`src/design/sac_pkg.sv`:
```
// Shared constants, row layouts and result types for the set-associative cache.
// The cache top level and the lookup module use these by scoped name.
`default_nettype none

package sac_pkg;

  localparam int unsigned WAY_COUNT    = 16;
  localparam int unsigned SET_COUNT    = 8192;
  localparam int unsigned ADDRESS_BITS = 32;

  localparam int unsigned WAY_W       = (WAY_COUNT > 1) ? $clog2(WAY_COUNT) : 1;
  localparam int unsigned ASSOC_W     = $clog2(WAY_COUNT + 1);
  localparam int unsigned SET_IDX_MAX = $clog2(SET_COUNT + 1) - 1;
  localparam int unsigned SET_W       = (SET_IDX_MAX > 0) ? SET_IDX_MAX : 1;
  localparam int unsigned TAG_W       = ADDRESS_BITS;

  localparam logic [31:0] CNT_MAX = 32'hFFFF_FFFF;
  localparam logic [31:0] ADDR_MASK = 32'hFFFF_FFFF >> (32 - ADDRESS_BITS);

  typedef enum logic [1:0] {
    CFG_LINE_SHIFT = 2'd0,
    CFG_SET_SHIFT  = 2'd1,
    CFG_WAYS       = 2'd2
  } cfg_reg_t;

  typedef logic [WAY_COUNT-1:0][TAG_W-1:0] tag_row_t;

  typedef struct packed {
    logic [WAY_COUNT-1:0]            valid;
    logic [WAY_COUNT-1:0]            dirty;
    logic [WAY_COUNT-1:0][WAY_W-1:0] rec;
  } state_row_t;

  localparam int unsigned TAG_ROW_W   = $bits(tag_row_t);
  localparam int unsigned STATE_ROW_W = $bits(state_row_t);

  typedef struct packed {
    logic             hit;
    logic             writeback;
    logic [WAY_W-1:0] way;
    logic             tag_we;
    state_row_t       state;
    tag_row_t         tags;
  } lookup_res_t;

  function automatic state_row_t init_state_row();
    state_row_t r;
    r.valid = '0;
    r.dirty = '0;
    for (int w = 0; w < WAY_COUNT; w++) begin
      r.rec[w] = WAY_W'(w);
    end
    return r;
  endfunction

endpackage

`default_nettype wire

```
`src/design/sac_lookup.sv`:
```
// Tag compare, victim choice and LRU update for one set row.
// Depends on sac_pkg for the row layouts and the result type.
`default_nettype none

module sac_lookup (
  input  logic [sac_pkg::TAG_W-1:0]   tag,
  input  logic                        is_write,
  input  logic [sac_pkg::ASSOC_W-1:0] assoc,
  input  sac_pkg::state_row_t         state_row,
  input  sac_pkg::tag_row_t           tag_row,
  output sac_pkg::lookup_res_t        res
);

  logic [sac_pkg::WAY_COUNT-1:0] hit_vec;
  logic [sac_pkg::WAY_COUNT-1:0] inval_vec;
  logic [sac_pkg::WAY_W-1:0]     hit_way;
  logic [sac_pkg::WAY_W-1:0]     inval_way;
  logic [sac_pkg::WAY_W-1:0]     lru_way;
  logic [sac_pkg::WAY_W-1:0]     way;
  logic [sac_pkg::WAY_W-1:0]     pos;
  logic                          found;
  logic                          any_hit;
  logic                          any_inval;

  always_comb begin
    for (int w = 0; w < sac_pkg::WAY_COUNT; w++) begin
      hit_vec[w]   = (w < int'(assoc)) && state_row.valid[w] && (tag_row[w] == tag);
      inval_vec[w] = (w < int'(assoc)) && !state_row.valid[w];
    end
    any_hit   = |hit_vec;
    any_inval = |inval_vec;
    hit_way   = '0;
    inval_way = '0;
    for (int w = sac_pkg::WAY_COUNT - 1; w >= 0; w--) begin
      if (hit_vec[w]) begin
        hit_way = sac_pkg::WAY_W'(w);
      end
      if (inval_vec[w]) begin
        inval_way = sac_pkg::WAY_W'(w);
      end
    end
    lru_way = state_row.rec[sac_pkg::WAY_W'(assoc - 1'b1)];

    if (any_hit) begin
      way = hit_way;
    end else if (any_inval) begin
      way = inval_way;
    end else begin
      way = lru_way;
    end

    found = 1'b0;
    pos   = '0;
    for (int i = sac_pkg::WAY_COUNT - 1; i >= 0; i--) begin
      if ((i < int'(assoc)) && (state_row.rec[i] == way)) begin
        found = 1'b1;
        pos   = sac_pkg::WAY_W'(i);
      end
    end

    res.hit       = any_hit;
    res.writeback = !any_hit && !any_inval && state_row.dirty[way];
    res.way       = way;
    res.tag_we    = !any_hit;
    res.state     = state_row;
    res.tags      = tag_row;

    for (int i = 0; i < sac_pkg::WAY_COUNT; i++) begin
      if (found && (i == 0)) begin
        res.state.rec[i] = way;
      end else if (found && (i > 0) && (i <= int'(pos))) begin
        res.state.rec[i] = state_row.rec[i-1];
      end
    end

    if (any_hit) begin
      res.state.dirty[way] = state_row.dirty[way] | is_write;
    end else begin
      res.state.valid[way] = 1'b1;
      res.state.dirty[way] = is_write;
      res.tags[way]        = tag;
    end
  end

endmodule

`default_nettype wire

```
`config.mk`:
```
export PLATFORM = sky130hd
export DESIGN_NAME = sac_lookup
export DESIGN_NICKNAME = d
export VERILOG_FILES = /design/src/design/sac_pkg.sv /design/src/design/sac_lookup.sv
export SDC_FILE = /design/constraint.sdc
export NUM_CORES = 1
export LEC_CHECK = 0
export ABC_CLOCK_PERIOD_IN_PS = 15200
export BUFFER_PORTS_ARGS = -buffer_cell sky130_fd_sc_hd__buf_4
export CORE_AREA = 8 8 485 487
export DETAILED_ROUTE_END_ITERATION = 7
export DIE_AREA = 0 0 493 495
export GPL_ROUTABILITY_DRIVEN = 0
export PLACE_DENSITY = 0.3
export REMOVE_ABC_BUFFERS = 1
export SLEW_MARGIN = 20
export SYNTH_ARGS = -nofsm -noshare
export SYNTH_HDL_FRONTEND = slang
export SYNTH_SLANG_ARGS = --single-unit
```
`constraint.sdc`:
```
create_clock -name vclk -period 15.2
set_input_delay 0.76 -clock vclk [all_inputs]
set_output_delay 0.76 -clock vclk [all_outputs]
set_load 0.1 [all_outputs]
```
Word level (Yosys, flattened, before mapping)
Cells that the tools add are included.

Multipliers: 0. Magnitude comparators: 34. Bitwise logic cells: 2. Mux-type cells: 96. Eq/ne operators: 32. Div/mod/pow operators: 0. Shift operators: 0. Add/sub/neg operators: 1. Reduce and logical (&&, ||, !) cells: 102.

Operator list (count): 512-bit bitwise mux (1); 32-bit == test (16); 512-bit 2-to-1 mux (1); 4-bit 2-to-1 mux (67); 32-bit demux with 4-bit select (1); 1-bit logical AND (82); 4-bit == test (16); 4-bit by 5-bit < comparator with 1-bit output (first input constant) (8); 16-bit bitwise mux (2); 4-bit less-or-equal comparator (first input constant) (8); 16-bit 2-to-1 mux (2); 32-bit 2-to-1 mux (1); 16-bit OR reduction (2); 3-bit by 5-bit < comparator with 1-bit output (first input constant) (4); 1-bit zero test (18); 1-bit 2-to-1 mux (18); 4-bit binary-select mux with 4-bit select (1); 3-bit by 4-bit less-or-equal comparator with 1-bit output (first input constant) (4); 16-bit OR (1); 1-bit by 5-bit < comparator with 1-bit output (first input constant) (2); 2-bit by 5-bit < comparator with 1-bit output (first input constant) (2); 4-bit by 5-bit < comparator with 1-bit output (second input constant) (2); 2-bit by 4-bit less-or-equal comparator with 1-bit output (first input constant) (2); 1-bit binary-select mux with 4-bit select (1); other kinds (5) (5).

Word-level logic and storage cells: 267. Input port bits: 646. Memories: 0. ROM bits: 0. Flip-flop bits (word level): 0. Bits in writable memories: 0. Output and inout bits: 615. Bits in latches: 0.

Logic depth before layout (Yosys ltp)
Depth in word-level cells: 41. Mapped depth: 26. Mapped depth without buffers: 18.

Worst setup path after synthesis
No wires, ideal clock.

Path type: input -> output. Start: input port assoc[0] (netlist bit). End: output port res[532] (netlist bit). Buffers on the path: 9. Path slack: 6.452 ns. Data required time: 14.440 ns. Arrival time: 7.988 ns. Stages: 25. Cells stage by stage: buf_2 buf_6 buf_2 inv_1 ha_1 clkbuf_1 clkbuf_1 mux4_2 mux4_2 o211ai_1 nand3b_1 nand2_1 buf_2 clkinv_2 buf_2 xnor2_1 o2111ai_1 o32ai_1 mux2i_4 nand4_2 nor2b_4 buf_6 nor2_1 buf_2 o32ai_1.

RTL lines: start, declared (line sac_lookup.sv:8) `input logic [sac_pkg::ASSOC_W-1:0] assoc,`; end, declared (line sac_lookup.sv:11) `output sac_pkg::lookup_res_t res`.

==> qor.yml <==
combPwrFrac_pct: 100.0
vias_per_cell: 4.07
post_synth_num_cell_types: 112
hold_path_class: "in2out"
yosysSeqAreaShare_pct: 0
final_area_um2: 31400
core_region_area_um2: 228000
setup_tns_ns: 0
fin_nets: 4026
hold_buffers: 0
endpoint_kind: "primary output"
finalHoldViolCount: 0
start_kind: "input pin"
setup_viol: 0
grt-busiest-layer: "met2"
die_area_um2: 244000
drive_gt1_share_pct: 58.2
drt_wl_total_um: 295000
rsz0062_at_grt: "false"
start_util_pct: 8.03
path_max_fanout: 32
portBuffers: 1261
drc: 0
ir_drop_uv: 44.9
tightest_slew_ns: 1.24
powerDensity_nw_per_um2: 71.9
post-route-period-util_pct: 61.5
power.share.sequential_pct: 0
drt_iter0_markers: 2048
die_w_um: 493
ctsResizeCount: 0
nClkBuffers: 0
antenna_found_initial: 301
syn_inst: 2269
status: "finished clean"
cts_setup_buffers: 0
sw_frac_of_total_pct: 76.0
rows: 176
postRouteAntennaNets: 0
met2_usage_pct: 36.9
vias: 26400
setup.worst_path.class: "in2out"
io_pins: 1261
min_period_ns: 9.35
regArea_um2: 0
avgSynthCellArea_um2: 8.07
switchingPower_w: 0.00171
cp_data_arrival_time_ns: 8.59
ys_warn_count: 0
drt_first_pass_iters: 5
dp_hpwl_um: 258000
wire_per_inst_um: 45.5
areaGrowthSynthToFinish_pct: 71.2
synth_area_um2: 18300
fmax_mhz: 107
slew_violations: 0
globalRouteMet3Util_pct: 11.0
grt_overflow: 0
place_area_um2: 31100
met1_usage_pct: 26.4
hold_depth: 4
grt_pass1_vias: 26000
p_leak_nw: 12.1
cp.required_ns: 14.44
grt_start_max_net_pins: 34
p_int_w: 0.000541
max_slew_margin_pct: 17.0
final_util_pct: 13.7
power_frac_clock_pct: 0
seq_cell_count: 0
cap_violations: 0
grt_usage_pct: 22.7
grt_pass1_wl_um: 354000
filler_cell_count: 26500
fp.dieH_um: 495
==> layout by cell type (no fill, tap or decap), types with 5 or more instances in the layout <==
cell type and n:
or3_1 11, mux4_2 19, mux2_4 13, a21oi_1 36, mux2_1 6, and4_1 8
or2_2 14, nand3_1 47, nand4_1 125, nand2_1 122, and3_1 6, nor3_1 53
diode_2 87, o21ai_0 34, nor2_1 56, o32ai_1 11, nor3b_1 9, o2111ai_1 9
a41oi_1 6, o211ai_1 5, a31oi_1 13, nand2b_1 20, xor2_1 229, inv_1 44
xnor2_1 315, or4_1 11, buf_4 1319, a211oi_1 6, mux2_2 530, o21ai_1 8
nor4b_1 9, nor2_4 10, nor4_1 115, mux2i_1 19, nand4b_1 6
==> cell usage after synthesis (6+ instances only) <==
library cell	instances	area share [%]
a41oi_1	6	0.29
or4_1	11	0.45
a21oi_1	37	1.0
and4_1	8	0.38
mux2_1	6	0.37
mux2_4	13	1.1
nor4_1	115	3.9
nand2_1	123	2.5
xnor2_1	315	15
inv_1	44	0.90
or3_1	11	0.38
xor2_1	229	11
mux4_2	19	2.3
mux2i_1	19	1.0
nand3_1	47	1.3
o21ai_0	34	0.93
nand2b_1	20	0.68
nor2_1	64	1.3
nand4_1	125	4.3
mux2_2	530	33
o32ai_1	11	0.53
nor4b_1	9	0.43
buf_4	9	0.37
and3_1	6	0.20
a31oi_1	14	0.48
buf_1	26	0.53
o21ai_1	8	0.22
or2_2	14	0.48
a211oi_1	7	0.29
nor3b_1	9	0.37
nand4b_1	6	0.29
buf_2	106	2.9
o2111ai_1	9	0.43
clkbuf_1	66	1.4
nor3_1	53	1.4
==> worst max-delay path: stages <==
cell      delay (ns)
buf_4           0.70
xnor2_1         0.37
nand4_1         0.18
or4_1           0.55
or4_1           0.76
o21ai_1         0.43
nand2_1         0.18
a41oi_1         0.79
nor3_1          0.31
nor2_2          0.20
inv_2           0.29
a221o_1         0.40
a22oi_1         0.34
nor3b_1         0.30
nor2b_1         0.71
a21boi_4        0.47
mux2i_1         0.29
buf_4           0.33
==> layout make-up <==
class                      instances  area (µm²)  area share, %
multi-input combinational       2010       17300           55.0
antenna                           87         218          0.694
inverter                          47         178          0.567
tap                             3026        3790           12.1
timing repair buffer            1320        9930           31.7
==> kinds of logic after synthesis <==
group	after synthesis	synth area share [%]
xor gates and xnor gates	544	26.0
AOI/OAI and AO/OA	208	8.87
and+or+nand+nor	669	21.1
adders and majority gates	1	0.0683
muxes	588	37.5
buffers and inverters	259	6.43
==> routing by layer <==
| layer | part of all wire [%] | wire length, µm |
|---|---|---|
| met1 | 39 | 116000 |
| met2 | 45 | 134000 |
| met3 | 12 | 34900 |
| met4 | 3.3 | 9670 |
| met5 | 0.35 | 1030 |
==> worst paths after layout <==
path                  slack (ns)        to     startpoint
worst max-delay path        5.85  res[564]        tag[27]
worst min-delay path        2.02  res[536]  state_row[24]
==> power by group through the flow <==
stage                     Combinational, W        Clock, W  Sequential [W]
after global placement             0.00227               0               0
final                              0.00225  0.000000000414               0
after detailed placement           0.00226               0               0
after floorplan                    0.00143               0               0
after CTS                          0.00227               0               0
after global routing               0.00231  0.000000000306               0
==> through the flow <==
| step | std cells | power [W] | setup WS [ns] | hold slack (ns) |
|---|---|---|---|---|
| finish | 6490 | 0.00225 | 5.85 | 2.02 |
| global route | 6437 | 0.00231 | 5.54 | 2.03 |
| CTS | 6403 | 0.00227 | 5.80 | 2.02 |
| detailed placement | 6403 | 0.00226 | 5.84 | 2.02 |
| global placement | 6402 | 0.00227 | 5.50 | 2.02 |
| floorplan | 2057 | 0.00143 | 7.09 | 1.84 |
No activity file was read; power rests on OpenSTA's default activity.
